`config.mk`:
```
export PLATFORM = sky130hd
export DESIGN_NAME = graph_traversal_bfs_dfs
export DESIGN_NICKNAME = d
export VERILOG_FILES = /design/src/rtl/gtr_pkg.sv /design/src/rtl/gtr_ctrl.sv /design/src/rtl/gtr_dpath.sv /design/src/rtl/graph_traversal_bfs_dfs.sv
export SDC_FILE = /design/constraint.sdc
export NUM_CORES = 2
export LEC_CHECK = 0
export ABC_CLOCK_PERIOD_IN_PS = 21600
export CAP_MARGIN = 20
export CORE_MARGIN = 2
export CORE_UTILIZATION = 23
export CTS_CLUSTER_DIAMETER = 100
export DETAILED_ROUTE_END_ITERATION = 10
export DONT_BUFFER_PORTS = 1
export GPL_ROUTABILITY_DRIVEN = 0
export MAX_ROUTING_LAYER = met4
export SYNTH_ARGS = -nofsm -noshare
export SYNTH_HDL_FRONTEND = slang
export SYNTH_SLANG_ARGS = --single-unit
```
`constraint.sdc`:
```
create_clock -name clk -period 21.6 [get_ports clk]
set_input_delay 4.32 -clock clk [delete_from_list [all_inputs] [get_ports clk]]
set_output_delay 4.32 -clock clk [all_outputs]
set_load 0.1 [all_outputs]
```
`src/rtl/gtr_pkg.sv`:
```
`timescale 1ns / 1ps
// ----------------------------------------------------------------------------
// gtr_pkg
// Shared types and constants of the graph traversal block: field widths,
// input codes, register indexes and the controller/datapath interface.
// ----------------------------------------------------------------------------
package gtr_pkg;

  localparam int MAX_VERTICES = 16;
  localparam int VW           = 4;   // vertex index width
  localparam int NW           = 5;   // vertex count width

  localparam logic FUNC_LOAD = 1'b0;
  localparam logic FUNC_WALK = 1'b1;

  localparam logic MODE_BFS = 1'b0;
  localparam logic MODE_DFS = 1'b1;

  localparam logic REG_VCOUNT = 1'b0;
  localparam logic REG_MODE   = 1'b1;

  // source of the vertex that is visited or pushed
  typedef enum logic [1:0] {
    VS_START,
    VS_SCAN,
    VS_STACK
  } vsel_t;

  typedef struct packed {
    logic  row_wr;
    logic  trav_init;
    logic  visit;
    vsel_t vsel;
    logic  fifo_push;
    logic  fifo_pop;
    logic  row_from_pop;
    logic  stack_push;
    logic  stack_pop;
    logic  j_clr;
    logic  j_top;
    logic  j_inc;
    logic  j_dec;
    logic  bad_out;
    logic  flush;
  } cmd_t;

  typedef struct packed {
    logic fifo_nonempty;
    logic stack_nonempty;
    logic out_free;
    logic emit_ok;
    logic bit_hit;
    logic j_last;
    logic j_zero;
    logic popped_visited;
    logic start_bad;
  } sts_t;

endpackage

```
`src/rtl/gtr_ctrl.sv`:
```
`timescale 1ns / 1ps
// ----------------------------------------------------------------------------
// gtr_ctrl
// Traversal sequencer: accepts input words, runs the breadth-first or depth-first
// walk one adjacency bit per cycle unless a visit waits, and commands the datapath.
// ----------------------------------------------------------------------------
module gtr_ctrl
  import gtr_pkg::*;
(
  input  logic clk,
  input  logic rst,
  input  logic in_valid,
  output logic in_stall,
  input  logic func,
  input  logic walk_mode,
  input  sts_t sts,
  output cmd_t cmd
);

  typedef enum logic [3:0] {
    S_IDLE,
    S_BAD,
    S_BSTART,
    S_BPOP,
    S_BSCAN,
    S_DSTART,
    S_DPOP,
    S_DCHK,
    S_DSCAN,
    S_FIN
  } state_t;

  state_t state;
  state_t state_next;

  always_ff @(posedge clk) begin
    if (rst) begin
      state <= S_IDLE;
    end else begin
      state <= state_next;
    end
  end

  assign in_stall = (state != S_IDLE);

  always_comb begin
    cmd        = '0;
    cmd.vsel   = VS_START;
    state_next = state;
    case (state)
      S_IDLE: begin
        if (in_valid) begin
          if (func == FUNC_LOAD) begin
            cmd.row_wr = 1'b1;
          end else if (sts.start_bad) begin
            state_next = S_BAD;
          end else begin
            cmd.trav_init = 1'b1;
            state_next    = (walk_mode == MODE_DFS) ? S_DSTART : S_BSTART;
          end
        end
      end
      S_BAD: begin
        if (sts.out_free) begin
          cmd.bad_out = 1'b1;
          state_next  = S_IDLE;
        end
      end
      S_BSTART: begin
        if (sts.emit_ok) begin
          cmd.visit     = 1'b1;
          cmd.fifo_push = 1'b1;
          state_next    = S_BPOP;
        end
      end
      S_BPOP: begin
        if (sts.fifo_nonempty) begin
          cmd.fifo_pop = 1'b1;
          cmd.j_clr    = 1'b1;
          state_next   = S_BSCAN;
        end else begin
          state_next = S_FIN;
        end
      end
      S_BSCAN: begin
        cmd.vsel = VS_SCAN;
        if (!sts.bit_hit || sts.emit_ok) begin
          if (sts.bit_hit) begin
            cmd.visit     = 1'b1;
            cmd.fifo_push = 1'b1;
          end
          if (sts.j_last) begin
            state_next = S_BPOP;
          end else begin
            cmd.j_inc = 1'b1;
          end
        end
      end
      S_DSTART: begin
        cmd.stack_push = 1'b1;
        state_next     = S_DPOP;
      end
      S_DPOP: begin
        if (sts.stack_nonempty) begin
          cmd.stack_pop = 1'b1;
          state_next    = S_DCHK;
        end else begin
          state_next = S_FIN;
        end
      end
      S_DCHK: begin
        cmd.vsel = VS_STACK;
        if (sts.popped_visited) begin
          state_next = S_DPOP;
        end else if (sts.emit_ok) begin
          cmd.visit        = 1'b1;
          cmd.row_from_pop = 1'b1;
          cmd.j_top        = 1'b1;
          state_next       = S_DSCAN;
        end
      end
      S_DSCAN: begin
        cmd.vsel       = VS_SCAN;
        cmd.stack_push = sts.bit_hit;
        if (sts.j_zero) begin
          state_next = S_DPOP;
        end else begin
          cmd.j_dec = 1'b1;
        end
      end
      S_FIN: begin
        if (sts.out_free) begin
          cmd.flush  = 1'b1;
          state_next = S_IDLE;
        end
      end
      default: begin
        state_next = S_IDLE;
      end
    endcase
  end

endmodule

```
`src/rtl/gtr_dpath.sv`:
```
`timescale 1ns / 1ps
// ----------------------------------------------------------------------------
// gtr_dpath
// Traversal datapath: adjacency rows, visited marks, FIFO, stack memory,
// scan counter, one-word hold-back for the last flag and output register.
// ----------------------------------------------------------------------------
module gtr_dpath
  import gtr_pkg::*;
#(
  parameter int STACK_DEPTH = 256
) (
  input  logic                    clk,
  input  logic                    rst,
  input  cmd_t                    cmd,
  output sts_t                    sts,
  input  logic [NW-1:0]           n,
  input  logic [VW-1:0]           vertex,
  input  logic [MAX_VERTICES-1:0] row_bits,
  output logic                    out_valid,
  input  logic                    out_stall,
  output logic [VW-1:0]           visited_vertex,
  output logic                    last,
  output logic                    bad_start
);

  localparam int SW = $clog2(STACK_DEPTH);

  logic [MAX_VERTICES-1:0] adj [MAX_VERTICES];
  logic [MAX_VERTICES-1:0] visited;
  logic [MAX_VERTICES-1:0] cur_row;
  logic [VW-1:0]           fifo_mem [MAX_VERTICES];
  logic [NW-1:0]           head;
  logic [NW-1:0]           tail;
  logic [VW-1:0]           stk_mem [STACK_DEPTH];
  logic [SW:0]             depth;
  logic [SW:0]             depth_m1;
  logic [VW-1:0]           stk_rdata;
  logic [VW-1:0]           start_v;
  logic [VW-1:0]           j;
  logic [NW-1:0]           n_m1;
  logic [VW-1:0]           sel_v;
  logic                    pend_valid;
  logic [VW-1:0]           pend_v;
  logic                    out_free;
  logic                    stk_room;

  assign depth_m1 = depth - 1'b1;
  assign n_m1     = n - 1'b1;
  assign out_free = !out_valid || !out_stall;
  assign stk_room = (depth < (SW + 1)'(STACK_DEPTH));

  always_comb begin
    case (cmd.vsel)
      VS_START: sel_v = start_v;
      VS_SCAN:  sel_v = j;
      VS_STACK: sel_v = stk_rdata;
      default:  sel_v = start_v;
    endcase
  end

  always_comb begin
    sts.fifo_nonempty  = (head != tail);
    sts.stack_nonempty = (depth != '0);
    sts.out_free       = out_free;
    sts.emit_ok        = !pend_valid || out_free;
    sts.bit_hit        = cur_row[j] && !visited[j];
    sts.j_last         = ({1'b0, j} == n_m1);
    sts.j_zero         = (j == '0);
    sts.popped_visited = visited[stk_rdata];
    sts.start_bad      = ({1'b0, vertex} >= n);
  end

  always_ff @(posedge clk) begin
    if (rst) begin
      for (int i = 0; i < MAX_VERTICES; i++) begin
        adj[i] <= '0;
      end
      visited    <= '0;
      head       <= '0;
      tail       <= '0;
      depth      <= '0;
      pend_valid <= 1'b0;
      out_valid  <= 1'b0;
    end else begin
      if (cmd.bad_out || cmd.flush || (cmd.visit && pend_valid)) begin
        out_valid <= 1'b1;
      end else if (!out_stall) begin
        out_valid <= 1'b0;
      end
      if (cmd.row_wr) begin
        adj[vertex] <= row_bits;
      end
      if (cmd.trav_init) begin
        visited    <= '0;
        head       <= '0;
        tail       <= '0;
        depth      <= '0;
        pend_valid <= 1'b0;
      end
      if (cmd.visit) begin
        visited[sel_v] <= 1'b1;
        pend_valid     <= 1'b1;
      end
      if (cmd.fifo_push) begin
        tail <= tail + 1'b1;
      end
      if (cmd.fifo_pop) begin
        head <= head + 1'b1;
      end
      if (cmd.stack_push && stk_room) begin
        depth <= depth + 1'b1;
      end
      if (cmd.stack_pop) begin
        depth <= depth_m1;
      end
      if (cmd.flush) begin
        pend_valid <= 1'b0;
      end
    end
  end

  // payload registers
  always_ff @(posedge clk) begin
    if (cmd.trav_init) begin
      start_v <= vertex;
    end
    if (cmd.visit) begin
      pend_v <= sel_v;
      if (pend_valid) begin
        visited_vertex <= pend_v;
        last           <= 1'b0;
        bad_start      <= 1'b0;
      end
    end
    if (cmd.bad_out) begin
      visited_vertex <= '0;
      last           <= 1'b1;
      bad_start      <= 1'b1;
    end
    if (cmd.flush) begin
      visited_vertex <= pend_v;
      last           <= 1'b1;
      bad_start      <= 1'b0;
    end
    if (cmd.fifo_pop) begin
      cur_row <= adj[fifo_mem[head[VW-1:0]]];
    end
    if (cmd.row_from_pop) begin
      cur_row <= adj[stk_rdata];
    end
    if (cmd.j_clr) begin
      j <= '0;
    end else if (cmd.j_top) begin
      j <= n_m1[VW-1:0];
    end else if (cmd.j_inc) begin
      j <= j + 1'b1;
    end else if (cmd.j_dec) begin
      j <= j - 1'b1;
    end
  end

  always_ff @(posedge clk) begin
    if (cmd.fifo_push) begin
      fifo_mem[tail[VW-1:0]] <= sel_v;
    end
  end

  always_ff @(posedge clk) begin
    if (cmd.stack_push && stk_room) begin
      stk_mem[depth[SW-1:0]] <= sel_v;
    end
    if (cmd.stack_pop) begin
      stk_rdata <= stk_mem[depth_m1[SW-1:0]];
    end
  end

`ifndef SYNTHESIS
  a_tail_bound: assert property (@(posedge clk) disable iff (rst)
    tail <= NW'(MAX_VERTICES))
    else $error("fifo tail beyond vertex count");

  a_head_le_tail: assert property (@(posedge clk) disable iff (rst)
    head <= tail)
    else $error("fifo head passed tail");

  a_depth_bound: assert property (@(posedge clk) disable iff (rst)
    depth <= (SW + 1)'(STACK_DEPTH))
    else $error("stack depth overflow");

  a_visit_fresh: assert property (@(posedge clk) disable iff (rst)
    cmd.visit |-> !visited[sel_v])
    else $error("vertex visited twice");

  a_bad_word: assert property (@(posedge clk) disable iff (rst)
    out_valid && bad_start |-> last && (visited_vertex == '0))
    else $error("malformed bad start word");
`endif

endmodule

```
`src/rtl/graph_traversal_bfs_dfs.sv`:
```
`timescale 1ns / 1ps
// ----------------------------------------------------------------------------
// graph_traversal_bfs_dfs
// Adjacency-matrix graph walker with breadth-first and depth-first modes.
// ----------------------------------------------------------------------------
// Input channel (in_valid/in_stall): func 0 writes row_bits as the adjacency
// row of vertex and leaves in_stall low. func 1 starts a walk at vertex and
// in_stall stays high until the walk's last word sits in the output register.
// Output channel (out_valid/out_stall): one word per visited vertex in visit
// order, last set on the final one. A start vertex not below vertex_count
// gives a single word with bad_start and last set.
// Timing: the sequencer tests one adjacency bit per cycle unless a visit waits
// for the output register. Each word is held back one visit so that last is
// known, and a stalled output register stops the walk at the next visit. Row
// loads are taken while an earlier word waits.
// Registers (APB, offset 0x0 vertex_count, 0x4 walk_mode) must be written only
// while the block is idle; the block does not enforce it. Synchronous reset
// clears all rows to zero, vertex_count to 16 and walk_mode to breadth-first.
// ----------------------------------------------------------------------------
module graph_traversal_bfs_dfs
  import gtr_pkg::*;
#(
  parameter int STACK_DEPTH = 256
) (
  input  logic                    clk,
  input  logic                    rst,
  input  logic                    in_valid,
  output logic                    in_stall,
  input  logic                    func,
  input  logic [VW-1:0]           vertex,
  input  logic [MAX_VERTICES-1:0] row_bits,
  output logic                    out_valid,
  input  logic                    out_stall,
  output logic [VW-1:0]           visited_vertex,
  output logic                    last,
  output logic                    bad_start,
  input  logic                    psel,
  input  logic                    penable,
  input  logic                    pwrite,
  input  logic [2:0]              paddr,
  input  logic [31:0]             pwdata,
  output logic [31:0]             prdata,
  output logic                    pready
);

  logic [NW-1:0] vertex_count;
  logic          walk_mode;
  logic [NW-1:0] n;
  logic          reg_wr;
  cmd_t          cmd;
  sts_t          sts;

  assign pready = 1'b1;
  assign reg_wr = psel && penable && pwrite && pready;

  always_ff @(posedge clk) begin
    if (rst) begin
      vertex_count <= NW'(MAX_VERTICES);
      walk_mode    <= MODE_BFS;
    end else if (reg_wr) begin
      case (paddr[2])
        REG_VCOUNT: vertex_count <= pwdata[NW-1:0];
        REG_MODE:   walk_mode    <= pwdata[0];
        default:    walk_mode    <= walk_mode;
      endcase
    end
  end

  always_comb begin
    case (paddr[2])
      REG_VCOUNT: prdata = {{(32 - NW){1'b0}}, vertex_count};
      REG_MODE:   prdata = {31'b0, walk_mode};
      default:    prdata = '0;
    endcase
  end

  assign n = (vertex_count > NW'(MAX_VERTICES)) ? NW'(MAX_VERTICES) : vertex_count;

  gtr_ctrl u_ctrl (
    .clk       (clk),
    .rst       (rst),
    .in_valid  (in_valid),
    .in_stall  (in_stall),
    .func      (func),
    .walk_mode (walk_mode),
    .sts       (sts),
    .cmd       (cmd)
  );

  gtr_dpath #(
    .STACK_DEPTH (STACK_DEPTH)
  ) u_dpath (
    .clk            (clk),
    .rst            (rst),
    .cmd            (cmd),
    .sts            (sts),
    .n              (n),
    .vertex         (vertex),
    .row_bits       (row_bits),
    .out_valid      (out_valid),
    .out_stall      (out_stall),
    .visited_vertex (visited_vertex),
    .last           (last),
    .bad_start      (bad_start)
  );

endmodule

```
; Word-level counts from Yosys, hierarchy flattened
; Memory sizes are Yosys's and may differ from the RTL's. A register that Yosys moved wholly into a read port is not among the register bits.
; Index checks and enable logic that the tools add are counted.
[op_classes]
n_reduce_logical = 41
n_lt_le_gt_ge = 7
n_addsub = 7
n_eq_ne = 22
n_bitwise = 2
muxes = 90
[ops]
columns = op, count
row1 = two-way mux 16 bit, 6
row2 = two-way mux 4 bit, 22
row3 = one-hot mux 32 bit (2 select lines), 1
row4 = two-way mux 1 bit, 41
row5 = one-hot mux 4 bit (9 select lines), 1
row6 = two-way mux 9 bit, 3
row7 = two-way mux 5 bit, 4
row8 = "== test 4 x 3 -> 1 bit, second input constant", 4
row9 = OR 16 bit, 1
row10 = OR reduction 16 bit, 1
row11 = "less-than comparator 4 x 5 -> 1 bit, second input constant", 3
row12 = binary-select mux 1 bit (select 4 bit), 3
row13 = nonzero test 2 bit, 6
row14 = nonzero test 3 bit, 4
row15 = "adder 5 x 1 -> 5 bit, second input constant", 2
row16 = AND reduction 2 bit, 5
row17 = "adder 9 x 1 -> 9 bit, second input constant", 1
row18 = "less-than comparator 9 bit, second input constant", 1
row19 = nonzero test 9 bit, 1
row20 = "subtractor 9 x 1 -> 9 bit, second input constant", 1
row21 = "== test 4 x 2 -> 1 bit, second input constant", 2
row22 = "== test 4 bit, second input constant", 2
row23 = zero test 4 bit, 2
row24 = "!= test 2 x 1 -> 1 bit, second input constant", 4
row25 = 27 further kinds, 48
[word_totals]
regBits = 81
mem_count = 3
in_bits = 63
mem_bits_rw = 1344
[memory_table]
columns = memory, depth, word_bits, rd, rd_clocked_by_memory_dff, write_ports, line_no
row1 = u_dpath.stk_mem, 256, 4, 1, 1, 1, gtr_dpath.sv:34  ; logic [VW-1:0] stk_mem [STACK_DEPTH];
row2 = u_dpath.adj, 16, 16, 2, 0, 16, gtr_dpath.sv:28  ; logic [MAX_VERTICES-1:0] adj [MAX_VERTICES];
row3 = u_dpath.fifo_mem, 16, 4, 1, 1, 1, gtr_dpath.sv:31  ; logic [VW-1:0] fifo_mem [MAX_VERTICES];

; Logic depth before layout (Yosys ltp)
[depth]
ltp_word = 12
mapped_depth = 17
ltp_nobuf = 13

; Cells and area by module
; Synthesis repeated with hierarchy kept, for this count alone.
[unflattened]
hier_cells = 3637
area_unflattened_um2 = 61506.5
[by_module_without_submodules]
columns = mod, area_each_um2, seq_area_each_um2, cells_each, n_inst
row1 = gtr_dpath, 60327.9, 42260.5, 3487, 1
row2 = gtr_ctrl, 610.6, 80.1, 83, 1
row3 = graph_traversal_bfs_dfs, 568.0, 120.1, 67, 1

; Least setup slack after synthesis
; Ideal clock, no wire load.
[synth_path]
path_type = flip-flop to flip-flop
start = reg u_ctrl.state[1]
end = mem u_dpath.fifo_mem[0][2], data pin
stages_incl_launch_ff = 8
setup_time_ns = 2.353
setup_slack_ns = 7.052
t_arrival_ns = 12.195
period_less_slack_ns = 14.548
t_required_ns = 19.247
path_cell_list = dfxtp_1 -> clkbuf_1 -> nor2_1 -> nand3_1 -> nand2_1 -> ha_1 -> clkbuf_1 -> o21ai_0
[synth_via]
elab_chain_len = 5
[synth_lines]
columns = item, line_no
row1 = start: declaration, gtr_ctrl.sv:33  ; state_t state;
row2 = start signal: assignment, gtr_ctrl.sv:40  ; state <= state_next;
row3 = == test 4 x 3 -> 1 bit or == test 4 bit (tied branches), gtr_ctrl.sv:50  ; case (state)
row4 = OR reduction 2 bit (no line), --
row5 = one-hot mux 2 bit (2 select lines) (*), gtr_ctrl.sv:50
row6 = == test 2 bit or == test 2 x 1 -> 1 bit (tied branches), gtr_dpath.sv:53  ; case (cmd.vsel)
row7 = one-hot mux 4 bit (2 select lines) (*), gtr_dpath.sv:53
row8 = net u_dpath.sel_v[2], gtr_dpath.sv:41  ; logic [VW-1:0] sel_v;
row9 = end: declaration, gtr_dpath.sv:31
; Mark *: on every way through the listed nets, which the timed path passes. The rest lies on a longest branch.

; Worst setup path after layout
[layout_path]
start = in paddr[2]
end = out prdata[4]
[layout_via]
elab_chain_len = 2
[layout_lines]
columns = item, line_no
row1 = start: declaration, graph_traversal_bfs_dfs.sv:40  ; input logic [2:0] paddr,
row2 = NOT 1 bit (no line), --
row3 = one-hot mux 32 bit (2 select lines) (*), graph_traversal_bfs_dfs.sv:70  ; case (paddr[2])
row4 = end: declaration, graph_traversal_bfs_dfs.sv:42  ; output logic [31:0] prdata,
; Every way passes the cells marked *; elsewhere a longest branch is shown, timed or not. The select of a mux whose other input is x is not followed.

==> out/results.txt <==
portion of total power attributed to the clock network -> 38.8%
crit end category -> output pin
post-placement cell area -> 66530 um^2
largest incremental delay on the critical path -> 810 ps
fmax -> 0.1058 GHz
Final Power -> 6.472 mW
category of the most critical setup path -> primary input to output pin
most frequently used flop master after synthesis -> edfxtp_1
kind of launch point of the worst setup path -> primary input
Fillers -> 27100
adder-cell share of the synthesized area -> 0.4129%
count of pins over their slew limit -> 0
clock root buffer -> clkbuf_16
synth top area cells -> edfxtp_1 (66%), mux4_2 (14%), and2_1 (2.7%), nand2_1 (2.2%), nor2_1 (2.1%)
Switching Fraction -> 25.49%
total DRC errors in the routed layout -> 0
share of power burned in combinational logic -> 11.2%
library cells used by synthesis -> 77
clock edge transition at the registers on the reported setup and hold paths -> 60 ps
leakage component of the power -> 21.92 nW
asr flop ratio synth -> 0%
FF+latch area -> 42470 um^2
Initial Util -> 23.10%
number of clock sinks -> 1433
net switching power of the design -> 1.650 mW
per-cell routed wire length -> 20.56 um
Post-layout nets -> 3921
internal power -> 4.823 mW
RSZ-0062 raised after global routing -> no
number of warnings reported in the yosys synthesis log -> 0
count of buffers inserted at the top-level ports -> 0
maximum capacitance violations -> 0
average via count per standard cell -> 4.603
worst clock skew -> 36.69 ps
maximum resistive drop on vdd -> 82.52 uV
Max-slew headroom -> 24.43%
standard-cell rows -> 191
Worst Path Arrival -> 5130 ps
dpl hpwl -> 93810 um
most common cell after layout, fill and taps aside -> edfxtp_1
clock insertion delay at the later pin of the skew report -> 790 ps
final hold viol count -> 0
growth of design area from synthesis to finish -> 14.33%
Final Hold Slack -> 506.1 ps
fraction of the yosys area taken by sequential cells -> 68.01%
post-route cell area -> 71380 um^2
total setup violations reported at the end of the flow -> 0
maximum number of pins on one net before global-route repair -> 185
area of the die -> 275600 um^2
post-detailed-route count of antenna-violating nets -> 0
first-pass iteration count of the detailed router -> 6
num ports -> 104
number of hold buffers added after cts -> 0
Crit-path slowest cell -> nor2b_2
Yosys top cell by area -> edfxtp_1
highest-count cells in the layout ignoring fill and taps -> edfxtp_1 (1376), mux4_2 (388), nand2_1 (367)
worst path buffer plus inverter count -> 0
final WL -> 154700 um
Worst path top cell family by delay -> simple AND/OR/NAND/NOR gates
Crit Path Max Fanout -> 7
chip height -> 525.0 um
number of antenna violations at the first check in global routing -> 1
share of the synthesized netlist area taken by xor and xnor gates -> 0.3227%
vias in the first global route -> 34660
Yosys reg bits -> 1433
class of the most critical hold timing path -> register to register
post-cts sizing count -> 0
die boundary width -> 525.0 um
reg-to-reg slack, setup -> 15630 ps
leftover overflow at the end of global routing -> 0
share of layout cells above drive strength 1 -> 19.19%
synthesized instance count -> 3876
final worst-path cycle share -> 43.76%
multiplexer area fraction after synthesis -> 15.21%
Bufs on Longest Clock Path -> 3
global-route usage over all layers -> 11.22%
clock tree from TritonCTS -> built
mean instance size in the synthesized netlist -> 16.11 um^2
count of vias placed by the detailed router -> 34650
aggregate negative setup slack -> 0 ps
compound-gate portion of the synthesized area -> 4.678%
main combinational cell family by area after synthesis -> multiplexers
area of the mapped netlist -> 62430 um^2
run status -> finished clean
power density of the placed cells -> 90.68 nW/um^2
EDFF count, synth -> 1376
minimum clock period -> 9452 ps
buffers inserted during post-CTS setup optimization -> 0
fraction of synthesized cell area taken by the top area cell type -> 66.19%
Core Region -> 270300 um^2
Required @ worst endpoint -> 17280 ps
sequential group share of total power -> 50.0%
basic-gate share of the synthesized area counting and, or, nand and nor cells -> 9.149%
area taken by multi-input logic gates -> 18860 um^2
number of H-tree branching levels -> 4
ordered list of cells on the worst path -> nor2b_2
slew at the pin closest to its max-slew limit -> 1129 ps
total CTS buffers -> 151
wire length of the first global-routing pass -> 229100 um
Iter 0 DRT Violations -> 3784
-- flip-flops by register name, summed over array words and instances (netlist names), named ones only --
register and cells:
u_dpath.start_v 4, u_dpath.out_valid 1, u_dpath.bad_start 1, vertex_count 5, u_dpath.cur_row 16, u_dpath.pend_v 4, u_dpath.j 4, u_ctrl.state 4
u_dpath.last 1, u_dpath.depth 9, u_dpath.tail 5, u_dpath.stk_rdata 4, u_dpath.pend_valid 1, u_dpath.stk_mem 1024, u_dpath.fifo_mem 64, u_dpath.head 5
u_dpath.visited_vertex 4, u_dpath.adj 256, u_dpath.visited 16, walk_mode 1
-- final cells by class --
cell class                      count  area share (%)
Antenna cell                        1        0.003506
Clock buffer                      188           5.690
Clock inverter                     83           1.011
Inverter                           27          0.1735
Multi-Input combinational cell   2144           26.42
Sequential cell                  1433           59.50
Tap cell                         3570           6.258
Timing Repair Buffer               81          0.9431
-- final timing paths --
check | start | to | cells after the start
max reg2reg | u_dpath.depth[0]$_SDFFE_PP0P_ | u_dpath.stk_rdata[2]$_DFFE_PP_ | 11
min | u_dpath.tail[4]$_SDFFE_PP0P_ | u_dpath.tail[4]$_SDFFE_PP0P_ | 2
min reg2reg | u_dpath.tail[4]$_SDFFE_PP0P_ | u_dpath.tail[4]$_SDFFE_PP0P_ | 2
max | paddr[2] | prdata[4] | 1
-- cells by family after synthesis --
group / count (synthesis)
flops: 1433
simple gates: 1210
mux: 461
compound gates: 402
buf+inv: 325
xor+xnor: 23
fa+ha+maj: 20
other cells: 2
-- synthesized netlist by cell type (all sizes together), types with 6 or more instances --
cell	count
a22oi	41
o22ai	13
a21boi	46
buf	88
dfxtp	57
a21oi	85
nand2b	18
xnor2	11
a31oi	6
nor3	19
mux4	388
or2	6
a211oi	20
nor2	343
nand3	100
a21o	8
inv	27
and2	267
a221oi	71
ha	19
edfxtp	1376
a32oi	33
mux2i	53
xor2	12
a22o	13
o21ai	28
nand4b	6
nand2	368
mux2	20
clkbuf	210
nor2b	45
-- worst register-to-register path, stage by stage, from the launching register on --
cell and delay (ps):
dfxtp_4 620, inv_1 210, ha_4 930, buf_4 830, buf_4 780, mux4_2 440, mux2_2 280, a21oi_1 300
o22ai_1 120, a221oi_1 670, o22ai_1 220, a221o_1 310
-- power groups by stage --
stage	clock network [mW]	registers [mW]	logic, mW
after floorplan	0	3.31	0.470
after global placement	0	3.29	0.696
after detailed placement	0	3.29	0.711
after CTS	2.56	3.24	0.713
after global routing	2.67	3.24	0.774
final	2.51	3.24	0.724
-- per-layer routing --
layer	share of wire (%)	routed length (um)	vias to the layer above	track usage, %
met5	0	0	-	-
met4	2.6	4089	0	3.499
met3	7.7	11900	270	2.328
met2	48	74180	1442	17.69
met1	42	64560	17890	14.43
li1	-	-	15050	-
-- stage by stage --
| stage | setup WS (ps) | util [%] | instances |
|---|---|---|---|
| CTS | 12150 | 26.38 | 7522 |
| finish | 12150 | 26.41 | 7527 |
| detailed placement | 12150 | 24.61 | 7251 |
| global route | 12130 | 26.41 | 7527 |
| global placement | 12150 | 24.60 | 7250 |
| floorplan | 7052 | - | 3902 |
(Power assumes the default switching activity.)
